[src/rtl/pgag_pkg.sv]
// Package with shared constants, types and tables of the pooling glyph unit.
package pgag_pkg;

    localparam int MaxWidth = 1024;
    localparam int MaxPool = 8;
    localparam int MaxHeight = 1024;
    localparam int ColW = $clog2(MaxWidth);
    localparam int SlotW = (MaxPool > 1) ? $clog2(MaxPool) : 1;
    localparam int AddrW = ColW + SlotW;
    localparam int Depth = MaxWidth * MaxPool;
    localparam int PixW = 24;
    localparam int SumW = 8 + 2 * $clog2(MaxPool + 1);
    localparam int CfgW = 11;

    localparam logic [17:0] WRed = 18'd19595;
    localparam logic [17:0] WGreen = 18'd38470;
    localparam logic [17:0] WBlue = 18'd7471;

    // Register indexes.
    localparam logic [1:0] RegWidth = 2'd0;
    localparam logic [1:0] RegHeight = 2'd1;
    localparam logic [1:0] RegPool = 2'd2;
    localparam logic [1:0] RegStride = 2'd3;

    // Commands from the controller to the datapath.
    typedef struct packed {
        logic load;       // capture pixel, write store, evaluate window
        logic clr_sum;    // clear accumulators and read counters
        logic rd_issue;   // issue a store read for the next window tap
        logic acc;        // not used by the datapath, which adds read data on its registered read valid
        logic div_start;  // start the divide
        logic div_step;   // one restoring divide step
        logic mix;        // luma multiply
        logic fin;        // shift, table lookup, load output register
    } pgag_cmd_t;

    typedef struct packed {
        logic hit;        // the pixel just loaded closes a window
        logic rd_last;    // the current tap is the last of the window
        logic div_last;   // last divide step
        logic busy;       // column and row phases are being rebuilt
    } pgag_sts_t;

    // Glyph ramp lookup.
    function automatic logic [6:0] ramp_glyph(input logic [4:0] idx);
        logic [6:0] g;
        case (idx)
            5'd0: g = 7'd32;   5'd1: g = 7'd46;   5'd2: g = 7'd39;   5'd3: g = 7'd44;
            5'd4: g = 7'd58;   5'd5: g = 7'd59;   5'd6: g = 7'd105;  5'd7: g = 7'd114;
            5'd8: g = 7'd115;  5'd9: g = 7'd88;   5'd10: g = 7'd65;  5'd11: g = 7'd50;
            5'd12: g = 7'd53;  5'd13: g = 7'd51;  5'd14: g = 7'd104; 5'd15: g = 7'd77;
            5'd16: g = 7'd72;  5'd17: g = 7'd71;  5'd18: g = 7'd83;  5'd19: g = 7'd35;
            5'd20: g = 7'd57;  5'd21: g = 7'd66;  5'd22: g = 7'd38;  5'd23: g = 7'd64;
            default: g = 7'd32;
        endcase
        return g;
    endfunction

endpackage

[src/rtl/pgag_ctrl.sv]
// Controller state machine of the pooling glyph unit.
module pgag_ctrl (
    input  logic              aclk,
    input  logic              aresetn,
    input  logic              s_valid,
    output logic              s_ready,
    output logic              m_valid,
    input  logic              m_ready,
    output pgag_pkg::pgag_cmd_t cmd,
    input  pgag_pkg::pgag_sts_t sts
);
    import pgag_pkg::*;

    typedef enum logic [2:0] {
        S_IDLE, S_EVAL, S_READ, S_DRAIN, S_START, S_DIV, S_MIX, S_HOLD
    } state_t;

    state_t state_reg, state_next;
    logic   mv_reg, mv_next;
    logic   out_free;

    // Output register frees when its beat is taken.
    assign out_free = !mv_reg || m_ready;
    assign s_ready = (state_reg == S_IDLE) && !sts.busy;
    assign m_valid = mv_reg;

    // Next state and commands.
    always_comb begin
        state_next = state_reg;
        mv_next = mv_reg && !m_ready;
        cmd = '0;
        unique case (state_reg)
            S_IDLE: begin
                if (s_valid && !sts.busy) begin
                    cmd.load = 1'b1;
                    state_next = S_EVAL;
                end
            end
            S_EVAL: begin
                cmd.clr_sum = 1'b1;
                state_next = sts.hit ? S_READ : S_IDLE;
            end
            S_READ: begin
                cmd.rd_issue = 1'b1;
                if (sts.rd_last) begin
                    state_next = S_DRAIN;
                end
            end
            S_DRAIN: begin
                cmd.acc = 1'b1;
                state_next = S_START;
            end
            S_START: begin
                cmd.div_start = 1'b1;
                state_next = S_DIV;
            end
            S_DIV: begin
                cmd.div_step = 1'b1;
                if (sts.div_last) begin
                    state_next = S_MIX;
                end
            end
            S_MIX: begin
                cmd.mix = 1'b1;
                state_next = S_HOLD;
            end
            S_HOLD: begin
                if (out_free) begin
                    cmd.fin = 1'b1;
                    mv_next = 1'b1;
                    state_next = S_IDLE;
                end
            end
            default: state_next = S_IDLE;
        endcase
        // Hold acc low in S_READ while taps remain to be read.
        if (state_reg == S_READ && !sts.rd_last) begin
            cmd.acc = 1'b0;
        end
    end

    // State and registered valid.
    always_ff @(posedge aclk) begin
        if (!aresetn) begin
            state_reg <= S_IDLE;
            mv_reg <= 1'b0;
        end else begin
            state_reg <= state_next;
            mv_reg <= mv_next;
        end
    end

    // A result is loaded only when the output register is free.
    a_fin_free: assert property (@(posedge aclk) disable iff (!aresetn)
        cmd.fin |-> out_free) else $error("result loaded over a pending beat");
    // No pixel is taken while a window is in work.
    a_no_load_busy: assert property (@(posedge aclk) disable iff (!aresetn)
        (state_reg != S_IDLE) |-> !cmd.load) else $error("load while busy");
    // A pending result holds until it is taken.
    a_hold: assert property (@(posedge aclk) disable iff (!aresetn)
        (mv_reg && !m_ready) |=> mv_reg) else $error("result dropped");
endmodule

[config.mk]
export PLATFORM = sky130hd
export DESIGN_NAME = pgag_ctrl
export DESIGN_NICKNAME = d
export VERILOG_FILES = /design/src/rtl/pgag_pkg.sv /design/src/rtl/pgag_ctrl.sv
export SDC_FILE = /design/constraint.sdc
export NUM_CORES = 1
export LEC_CHECK = 0
export BUFFER_PORTS_ARGS = -buffer_cell sky130_fd_sc_hd__buf_2
export CELL_PAD_IN_SITES_DETAIL_PLACEMENT = 1
export CELL_PAD_IN_SITES_GLOBAL_PLACEMENT = 1
export CORE_AREA = 2 2 39 41
export DETAILED_ROUTE_END_ITERATION = 12
export DIE_AREA = 0 0 41 43
export GPL_TIMING_DRIVEN = 0
export PLACE_DENSITY_LB_ADDON = 0.1
export SETUP_SLACK_MARGIN = 0.15
export SKIP_CTS_REPAIR_TIMING = 1
export SLEW_MARGIN = 30
export SYNTH_ARGS = -nofsm -noshare
export SYNTH_HDL_FRONTEND = slang
export SYNTH_SLANG_ARGS = --single-unit
export TNS_END_PERCENT = 50
[constraint.sdc]
create_clock -name aclk -period 1.8 [get_ports aclk]
set_input_delay 0.09 -clock aclk [delete_from_list [all_inputs] [get_ports aclk]]
set_output_delay 0.09 -clock aclk [all_outputs]
set_load 0.03 [all_outputs]
After elaboration in Yosys (flattened, before gate mapping)
Index checks and enable logic that the tools add are counted.

cells by class
  equal/unequal tests = 11
  multiplexer cells = 19
  reduce and logical (&&, ||, !) cells = 11

operators by type and width
  operator                                                number
  one-hot mux 3 bit (8 select lines)                      1
  two-way mux 1 bit                                       13
  equality test 3 bit (second input constant)             4
  two-way mux 3 bit                                       4
  equality test 3 x 2 -> 1 bit (second input constant)    2
  inequality test 2 bit (second input constant)           3
  logical AND 1 bit                                       4
  logical NOT 1 bit                                       4
  AND reduction 4 bit                                     1
  equality test 3 x 1 -> 1 bit (second input constant)    1
  logical NOT 3 bit                                       1
  two-way mux 2 bit                                       1
  inequality test 2 x 1 -> 1 bit (second input constant)  1
  logical OR 1 bit                                        1

word-level totals
  flip-flop bits (word level) = 4
  input port bits = 8
  word-level logic and storage cells = 43

Longest topological paths before layout
Gate-level depths: netlist of run 1.

  depth in word-level cells = 4
  gate-level depth with buffers = 4
  depth with buffers taken out = 3

Worst setup path after synthesis of run 1
Ideal clock, no wire load.

  path type = reg2out
  start point = register state_reg[2]
  end point = output port cmd[7] in the netlist's numbering
  arrival time = 1804 ps
  required time = 1710 ps
  path slack = -94 ps
  cell stages (with the launch flop) = 3
  path through = dfxtp_1 nor4_1 and2_1

RTL lines
  element                 line             source
  start, declared         pgag_ctrl.sv:18  state_t state_reg, state_next;
  start signal, assigned  pgag_ctrl.sv:88  state_reg <= state_next;
  end, declared           pgag_ctrl.sv:9   output pgag_pkg::pgag_cmd_t cmd,

==> impl_metrics.env, run 1 <==
export IMPL_drc=0
export IMPL_dpl_hpwl_um=631
export IMPL_grt_pass1_wl_mm=1.26
export IMPL_gr_total_overflow=0
export IMPL_drive_gt1_share_pct=49.1
export IMPL_r2r_cells=3
export IMPL_synth_net_count=41
export IMPL_p_per_area_nw_per_um2=642
export IMPL_slew_viol_final=0
export IMPL_place_area_um2=382
export IMPL_slew_headroom_pct=81.6
export IMPL_min_path_cells=3
export IMPL_crit_type="flip-flop to output port"
export IMPL_cp_start_kind="flip-flop"
export IMPL_setup_tns_ns=0
export IMPL_fp_coreArea_um2=1380
export IMPL_vias=327
export IMPL_cp_required_ns=1.71
export IMPL_area_delta_synth_final_pct=49.5
export IMPL_wirelength_um=803
export IMPL_tritoncts="done"
export IMPL_stdcell_area_um2=404
export IMPL_cts_clk_slew_worst_paths_ns=0.04
export IMPL_synth_area_um2=270
export IMPL_syn_inst=33
export IMPL_clock_sinks=4
export IMPL_endpoint_kind="output port"
export IMPL_boundaryPins=18
export IMPL_grt_max_degree=11
export IMPL_status="finished, final reports clean"
export IMPL_finalCritPeriodShare_pct=75.9
export IMPL_synth_top_area_cell="dfxtp_1"
export IMPL_critPathTopFamily="buffers and inverters"
export IMPL_clk_latency_ns=0.24
export IMPL_die_area_um2=1760
export IMPL_fin_crit_ns=1.37
export IMPL_n_fill_cell=184
export IMPL_rows=14
export IMPL_crit_chain="buf_4 > nor3b_1 > buf_2"
export IMPL_detail_route_antenna_nets=0
export IMPL_max_clock_freq_mhz=732
export IMPL_gp_congestion=0.697
export IMPL_ys_seq_area_share_pct=29.6
export IMPL_synth_seq_cells=4
export IMPL_min_from="aresetn"
export IMPL_rsz0062_at_grt="no"
export IMPL_yosys_warnings=0
export IMPL_die_x_um=41
export IMPL_drt_first_pass_iters=2
export IMPL_grt_pass1_vias=313
export IMPL_setup_viol=0
export IMPL_hold_violations=0
export IMPL_largest_register_ffs=3
export IMPL_antenna_found_initial=0
export IMPL_hold_end="m_valid"
export IMPL_power_leakage_uw=0.000208
export IMPL_ys_types=18
export IMPL_yosys_top_cells_area="dfxtp_1 (30%), nor3b_1 (11%), and3b_1 (6.5%), a21oi_1 (5.6%), a221oi_2 (5.6%)"
export IMPL_cp_buffers_inverters=2
export IMPL_port_buffers=17
export IMPL_worst_pin_slew_ns=0.275
export IMPL_cts_buffers=3
export IMPL_yosys_area_top_type_share_pct=29.6
export IMPL_slowest_delay_ns=0.41
export IMPL_die_y_um=43
export IMPL_start_util_pct=19.5
export IMPL_routedWlPerCell_um=11.6
export IMPL_drt_initial_drc_count=4
export IMPL_r2r_start="state_reg[2]"
export IMPL_track_usage_pct=10.8
export IMPL_cap_violations=0
export IMPL_clockBufferDepth=2
export IMPL_htreeDepth=1
export IMPL_hp_class="input pin to flip-flop"
export IMPL_critPathArrivalTime_ns=1.28
export IMPL_crit_fanout=10
export IMPL_viasPerCell=4.74
export IMPL_n_antenna_cell=0
export IMPL_reg2reg_slack_ns=0.73
export IMPL_timing_rr_end="state_reg[1]"
export IMPL_nets=63
export IMPL_clock_root_buffer="clkbuf_4"
export IMPL_skew_ns=0.00442
export IMPL_path_depth=3
export IMPL_ir_drop_mv=0.265
export IMPL_crit_slowest_cell="dfxtp_1"
export IMPL_syn_area_per_cell_um2=8.19
worst reg2reg max path, delay by kind of cell (launching register included):
family	cells	cell delay, ns
muxes	1	0.34
DFF	1	0.41
and+or+nand+nor	1	0.06
AOI/OAI and AO/OA	1	0.15
layer usage:
metal  GRT usage, %  vias up  routed length (µm)
met4           12.0        0                  32
li1               -      158                   -
met5              0        -                   0
met1           12.5      147                 314
met3           2.09        5                  91
met2           14.7       17                 365
power by group:
part / internal (µW) / switching, µW / leakage [µW]
logic: 19.9 / 30.1 / 0.000162
registers: 91.5 / 2.35 / 0.0000324
clock network: 74.9 / 40.8 / 0.0000138
worst max-delay path by stage:
stage / start / endpoint
finish: state_reg[2] / cmd[3]
CTS: state_reg[2] / cmd[3]
global placement: state_reg[2] / cmd[3]
detailed placement: state_reg[2] / cmd[3]
floorplan: state_reg[2] / cmd[7]
global route: state_reg[2] / cmd[3]
layout by cell type (no fill, tap or decap):
cell,count
nor2b_1,2
buf_4,2
clkbuf_4,3
nand2_1,1
nor3_1,2
and3b_1,2
nand3_1,1
a221oi_2,1
inv_1,1
nor2_1,4
nor3b_1,4
nor4_2,1
and2_1,1
dfxtp_1,4
a21oi_1,3
a31oi_1,1
buf_2,18
a211oi_2,1
mux2_1,1
through the flow:
stage / hold WS (ns) / worst slack, ns / util [%] / std cells / power (µW)
detailed placement: 0.384 / 0.676 / 27.6 / 66 / 146
global route: 0.186 / 0.326 / 29.2 / 69 / 273
global placement: 0.378 / 0.717 / 27.6 / 66 / 144
floorplan: 0.244 / 0.278 / - / 33 / 127
finish: 0.136 / 0.434 / 29.2 / 69 / 260
CTS: 0.143 / 0.414 / 29.2 / 69 / 263
final cells by class:
class	instances	area [µm²]	share of cell area (%)
Buffer	3	20.0	4.95
Clock buffer	3	22.5	5.57
Inverter	1	3.75	0.929
Multi-Input combinational cell	25	173	42.7
Sequential cell	4	80.1	19.8
Tap cell	16	20.0	4.95
Timing Repair Buffer	17	85.1	21.1
synthesized netlist by cell type:
cell and instances:
a221oi_2 1, buf_4 2, nand2_1 1, dfxtp_1 4, a31oi_1 1, inv_1 1
nor3_1 2, buf_2 1, a21oi_1 3, nor2b_1 2, nor4_1 1, a211oi_2 1
and3b_1 2, mux2_1 1, and2_1 1, nand3_1 1, nor2_1 4, nor3b_1 4
logic make-up after synthesis:
logic type      after synthesis  synth area share [%]
simple gates                 18                  39.4
mux                           1                  4.17
flops                         4                  29.6
buf+inv                       4                  8.79
compound gates                6                  18.1
Note: power is estimated with default switching activity, not from simulation.
==> run 2: changes to the inputs <==
Clock period 1.8 ns to 1.4 ns, I/O delays scaled along.
==> impl_metrics.env, run 2 (synthesis results as in run 1) <==
export IMPL_status="finished, final reports clean"
export IMPL_die_x_um=41
export IMPL_grt_pass1_wl_mm=1.30
export IMPL_p_int_uw=247
export IMPL_slew_headroom_pct=79.7
export IMPL_drive_gt1_share_pct=62.3
export IMPL_wirelength_um=807
export IMPL_cp_endpoint="cmd[5]"
export IMPL_dpl_hpwl_um=646
export IMPL_clk_latency_ns=0.23
export IMPL_grt_max_degree=11
export IMPL_worstSetupStartpoint="state_reg[1]"
export IMPL_whs_ns=0.120
export IMPL_worst_pin_slew_ns=0.304
export IMPL_setup_viol=0
export IMPL_tritoncts="done"
export IMPL_path_depth=3
export IMPL_clockPowerShare_pct=42.2
export IMPL_boundaryPins=18
export IMPL_layout_common_cells="buf_2 (12), buf_4 (6)"
export IMPL_p_per_area_nw_per_um2=742
export IMPL_critPathArrivalTime_ns=1.17
export IMPL_regArea_um2=83.8
export IMPL_crit_chain="buf_4 > nor3b_2 > buf_4"
export IMPL_cts_clk_slew_worst_paths_ns=0.04
export IMPL_hold_violations=0
export IMPL_fin_crit_ns=1.24
export IMPL_critPathTopFamily="flip-flops"
export IMPL_slowest_delay_ns=0.38
export IMPL_clock_root_buffer="clkbuf_4"
export IMPL_met1_usage_pct=14.4
export IMPL_die_area_um2=1760
export IMPL_gr_total_overflow=0
export IMPL_drc=0
export IMPL_timing_rr_end="state_reg[0]"
export IMPL_area_delta_synth_final_pct=69.0
export IMPL_crit_slowest_cell="dfxtp_2"
export IMPL_skew_ns=0.00266
export IMPL_n_antenna_cell=0
export IMPL_track_usage_pct=11.0
export IMPL_r2r_cells=3
export IMPL_place_area_um2=390
export IMPL_power_leakage_uw=0.000226
export IMPL_cp_required_ns=1.33
export IMPL_slew_viol_final=0
export IMPL_cts_buffers=3
export IMPL_multi_input_area_um2=199
export IMPL_crit_fanout=10
export IMPL_ir_drop_mv=0.334
export IMPL_cp_start_kind="flip-flop"
export IMPL_sequentialPowerShare_pct=36.3
export IMPL_finalCritPeriodShare_pct=88.5
export IMPL_n_fill_cell=168
export IMPL_start_util_pct=19.5
export IMPL_drt_first_pass_iters=2
export IMPL_endpoint_kind="output port"
export IMPL_r2r_start="m_valid"
export IMPL_hp_class="input pin to flip-flop"
export IMPL_critPathMostFrequentCell="buf_4"
export IMPL_grt_pass1_vias=311
export IMPL_antenna_found_initial=0
export IMPL_power_frac_comb_pct=21.6
export IMPL_vias=321
export IMPL_detail_route_antenna_nets=0
export IMPL_gp_congestion=0.690
export IMPL_final_common_cell="buf_2"
export IMPL_grt_met3_usage_pct=1.57
export IMPL_fp_coreArea_um2=1380
export IMPL_viasPerCell=4.65
export IMPL_rows=14
export IMPL_power_switching_uw=92.1
export IMPL_nets=63
export IMPL_clock_sinks=4
export IMPL_grtUsageMet2_pct=14.7
export IMPL_drt_initial_drc_count=3
export IMPL_swShare_pct=27.2
export IMPL_clockBufferDepth=2
export IMPL_gr_max_usage_layer="met2"
export IMPL_reg2reg_slack_ns=0.34
export IMPL_cp_buffers_inverters=2
export IMPL_stdcell_area_um2=457
export IMPL_crit_type="flip-flop to output port"
export IMPL_htreeDepth=1
export IMPL_cap_violations=0
export IMPL_routedWlPerCell_um=11.7
export IMPL_largest_register_ffs=3
export IMPL_die_y_um=43
export IMPL_rsz0062_at_grt="yes"
export IMPL_max_clock_freq_mhz=807
export IMPL_port_buffers=17
run 2: how the worst min path moves through the flow:
stage          startpoint      endpoint  slack, ns  depth (start not counted)
2_1_floorplan      sts[0]       s_ready       0.18                          1
3_3_place_gp      aresetn       m_valid       0.36                          3
3_5_place_dp      aresetn       m_valid       0.36                          3
4_1_cts           aresetn       m_valid       0.12                          3
5_1_grt           aresetn  state_reg[0]       0.15                          3
6_report          aresetn       m_valid       0.12                          3
run 2: layout make-up:
cell class	instances	area share, %
plain buffers	3	5.75
clock buffers	3	4.93
inverters	1	0.822
multi-input cells	25	43.6
flip-flops and latches	4	18.4
well taps	16	4.38
repair buffers	17	22.2
run 2: through the flow:
stage / setup TNS, ns / cells / util, % / total power [µW] / setup slack [ns]
4_1_cts: -0.0370 / 69 / 29.8 / 340 / -0.0259
2_1_floorplan: -0.00224 / 33 / - / 166 / -0.00143
3_3_place_gp: 0 / 66 / 28.2 / 189 / 0.293
6_report: 0 / 69 / 33.0 / 339 / 0.162
5_1_grt: 0 / 69 / 33.0 / 360 / 0.0736
3_5_place_dp: 0 / 66 / 28.2 / 191 / 0.238
run 2: power by group through the flow:
stage                     registers [µW]  logic [µW]  clock network [µW]
final                                123        73.1                 143
after global routing                 123        80.6                 156
after CTS                            122        67.8                 150
after detailed placement             124        67.5                   0
after global placement               124        65.1                   0
after floorplan                      123        43.6                   0
run 2: routing by layer:
| layer | wire (µm) | vias up | share of wire [%] |
|---|---|---|---|
| met5 | 0 | - | 0 |
| met4 | 10 | 0 | 1.2 |
| met3 | 69 | 2 | 8.6 |
| met2 | 391 | 16 | 48 |
| met1 | 336 | 142 | 42 |
| li1 | - | 161 | - |
run 2: worst min-delay path, stage by stage:
cell and delay [ns]:
buf_2 0.07, inv_1 0.07, nor2_1 0.10
==> run 3: changes to the inputs <==
--- a/config.mk
+++ b/config.mk
@@ -7,3 +7,3 @@
 export LEC_CHECK = 0
-export BUFFER_PORTS_ARGS = -buffer_cell sky130_fd_sc_hd__buf_2
+export BUFFER_PORTS_ARGS = -buffer_cell sky130_fd_sc_hd__buf_4
 export CELL_PAD_IN_SITES_DETAIL_PLACEMENT = 1
--- a/constraint.sdc
+++ b/constraint.sdc
@@ -3,2 +3,2 @@
 set_output_delay 0.07 -clock aclk [all_outputs]
-set_load 0.03 [all_outputs]
+set_load 0.1 [all_outputs]
==> impl_metrics.env, run 3 (synthesis results as in run 1) <==
export IMPL_status="finished, final reports clean"
export IMPL_clock_sinks=4
export IMPL_sequentialPowerShare_pct=29.0
export IMPL_p_per_area_nw_per_um2=655
export IMPL_grt_pass1_vias=305
export IMPL_ir_drop_mv=0.394
export IMPL_slew_viol_final=0
export IMPL_n_antenna_cell=0
export IMPL_antenna_found_initial=0
export IMPL_max_clock_freq_mhz=779
export IMPL_path_depth=3
export IMPL_critPathArrivalTime_ns=1.21
export IMPL_drive_gt1_share_pct=72.2
export IMPL_detail_route_antenna_nets=0
export IMPL_clockBufferDepth=2
export IMPL_power_switching_uw=141
export IMPL_hp_class="input pin to flip-flop"
export IMPL_die_y_um=43
export IMPL_cts_buffers=3
export IMPL_tritoncts="done"
export IMPL_hold_violations=0
export IMPL_setup_viol=0
export IMPL_final_common_cell="buf_4"
export IMPL_worstSetupStartpoint="state_reg[1]"
export IMPL_grt_pass1_wl_mm=1.16
export IMPL_drt_initial_drc_count=2
export IMPL_boundaryPins=18
export IMPL_slew_headroom_pct=81.5
export IMPL_n_fill_cell=156
export IMPL_area_delta_synth_final_pct=131
export IMPL_power_leakage_uw=0.000251
export IMPL_port_buffers=17
export IMPL_min_from="aresetn"
export IMPL_min_path_cells=3
export IMPL_fin_crit_ns=1.28
export IMPL_die_x_um=41
export IMPL_power_frac_comb_pct=35.7
export IMPL_gr_total_overflow=0
export IMPL_endpoint_kind="output port"
export IMPL_setup_tns_ns=0
export IMPL_skew_ns=0.00536
export IMPL_crit_type="flip-flop to output port"
export IMPL_drc=0
export IMPL_nets=64
export IMPL_rows=14
export IMPL_routedWlPerCell_um=11.4
export IMPL_timing_rr_end="state_reg[1]"
export IMPL_clockPowerShare_pct=35.4
export IMPL_p_int_uw=268
export IMPL_die_area_um2=1760
export IMPL_track_usage_pct=9.94
export IMPL_wirelength_um=796
export IMPL_crit_slowest_cell="dfxtp_4"
export IMPL_critPathTopFamily="simple AND/OR/NAND/NOR gates"
export IMPL_start_util_pct=19.5
export IMPL_crit_fanout=5
export IMPL_gp_congestion=0.713
export IMPL_largest_register_ffs=3
export IMPL_cts_clk_slew_worst_paths_ns=0.04
export IMPL_reg2reg_slack_ns=0.38
export IMPL_r2r_start="state_reg[2]"
export IMPL_cp_buffers_inverters=1
export IMPL_swShare_pct=34.5
export IMPL_r2r_cells=3
export IMPL_whs_ns=0.108
export IMPL_cp_required_ns=1.33
export IMPL_worst_pin_slew_ns=0.279
export IMPL_vias=325
export IMPL_slowest_delay_ns=0.36
export IMPL_cp_start_kind="flip-flop"
export IMPL_clock_root_buffer="clkbuf_4"
export IMPL_cap_violations=0
export IMPL_crit_chain="nor4_4 > and2_4 > buf_12"
export IMPL_clk_latency_ns=0.24
export IMPL_layout_common_cells="buf_4 (10), buf_12 (5), buf_6 (4)"
export IMPL_htreeDepth=1
export IMPL_rsz0062_at_grt="yes"
export IMPL_hold_end="m_valid"
export IMPL_drt_first_pass_iters=2
export IMPL_dpl_hpwl_um=605
export IMPL_viasPerCell=4.64
export IMPL_fp_coreArea_um2=1380
export IMPL_grt_max_degree=11
export IMPL_finalCritPeriodShare_pct=91.7
## run 3: cell count changes in the layout (fill, tap and decap cells not counted), moves of 3 or more
cell | before | now
nor3b_2 | 3 | 0
nor3b_4 | 0 | 3
buf_12 | 0 | 5
buf_2 | 12 | 0
buf_4 | 6 | 10
dfxtp_4 | 0 | 3
## run 3: area by class of cell
type | instances | area [µm²] | share of cell area [%]
tap | 16 | 20.0 | 3.21
multi-input combinational | 25 | 235 | 37.7
clock buffer | 3 | 22.5 | 3.61
sequential | 4 | 92.6 | 14.8
inverter | 1 | 3.75 | 0.601
buffer | 3 | 41.3 | 6.61
timing repair buffer | 18 | 209 | 33.5
## run 3: through the flow
stage          utilization [%]  power, µW  setup WS, ns  area (µm²)  cells
3_5_place_dp              36.3        254         0.258         503     66
4_1_cts                   38.0        404      -0.00346         526     69
5_1_grt                   45.1        433        0.0668         624     70
2_1_floorplan                -        219        -0.620         355     33
6_report                  45.1        409         0.117         624     70
3_3_place_gp              36.3        251         0.266         503     66
## run 3: how the worst max path moves through the flow
stage | slack, ns | endpoint
3_5_place_dp | 0.26 | cmd[7]
2_1_floorplan | -0.62 | cmd[7]
5_1_grt | 0.07 | cmd[0]
4_1_cts | -0.003 | cmd[0]
6_report | 0.12 | cmd[7]
3_3_place_gp | 0.27 | cmd[0]
## run 3: worst min-delay path, cell delays in order
cell and delay [ns]:
buf_4 0.07, inv_1 0.07, nor2_1 0.10
## run 3: metal layers
metal,part of all wire (%),track usage (%),up-vias,wire (µm)
met5,0,0,-,0
li1,-,-,164,-
met3,7.8,3.66,2,62
met4,2.4,8.00,0,19
met1,39,8.68,145,312
met2,50,16.6,14,401
## run 3: power groups by stage
stage / sequential [µW] / combinational (µW) / clock (µW)
2_1_floorplan: 120 / 98.4 / 0
5_1_grt: 119 / 153 / 162
3_3_place_gp: 121 / 130 / 0
3_5_place_dp: 121 / 132 / 0
6_report: 119 / 146 / 145
4_1_cts: 120 / 132 / 152
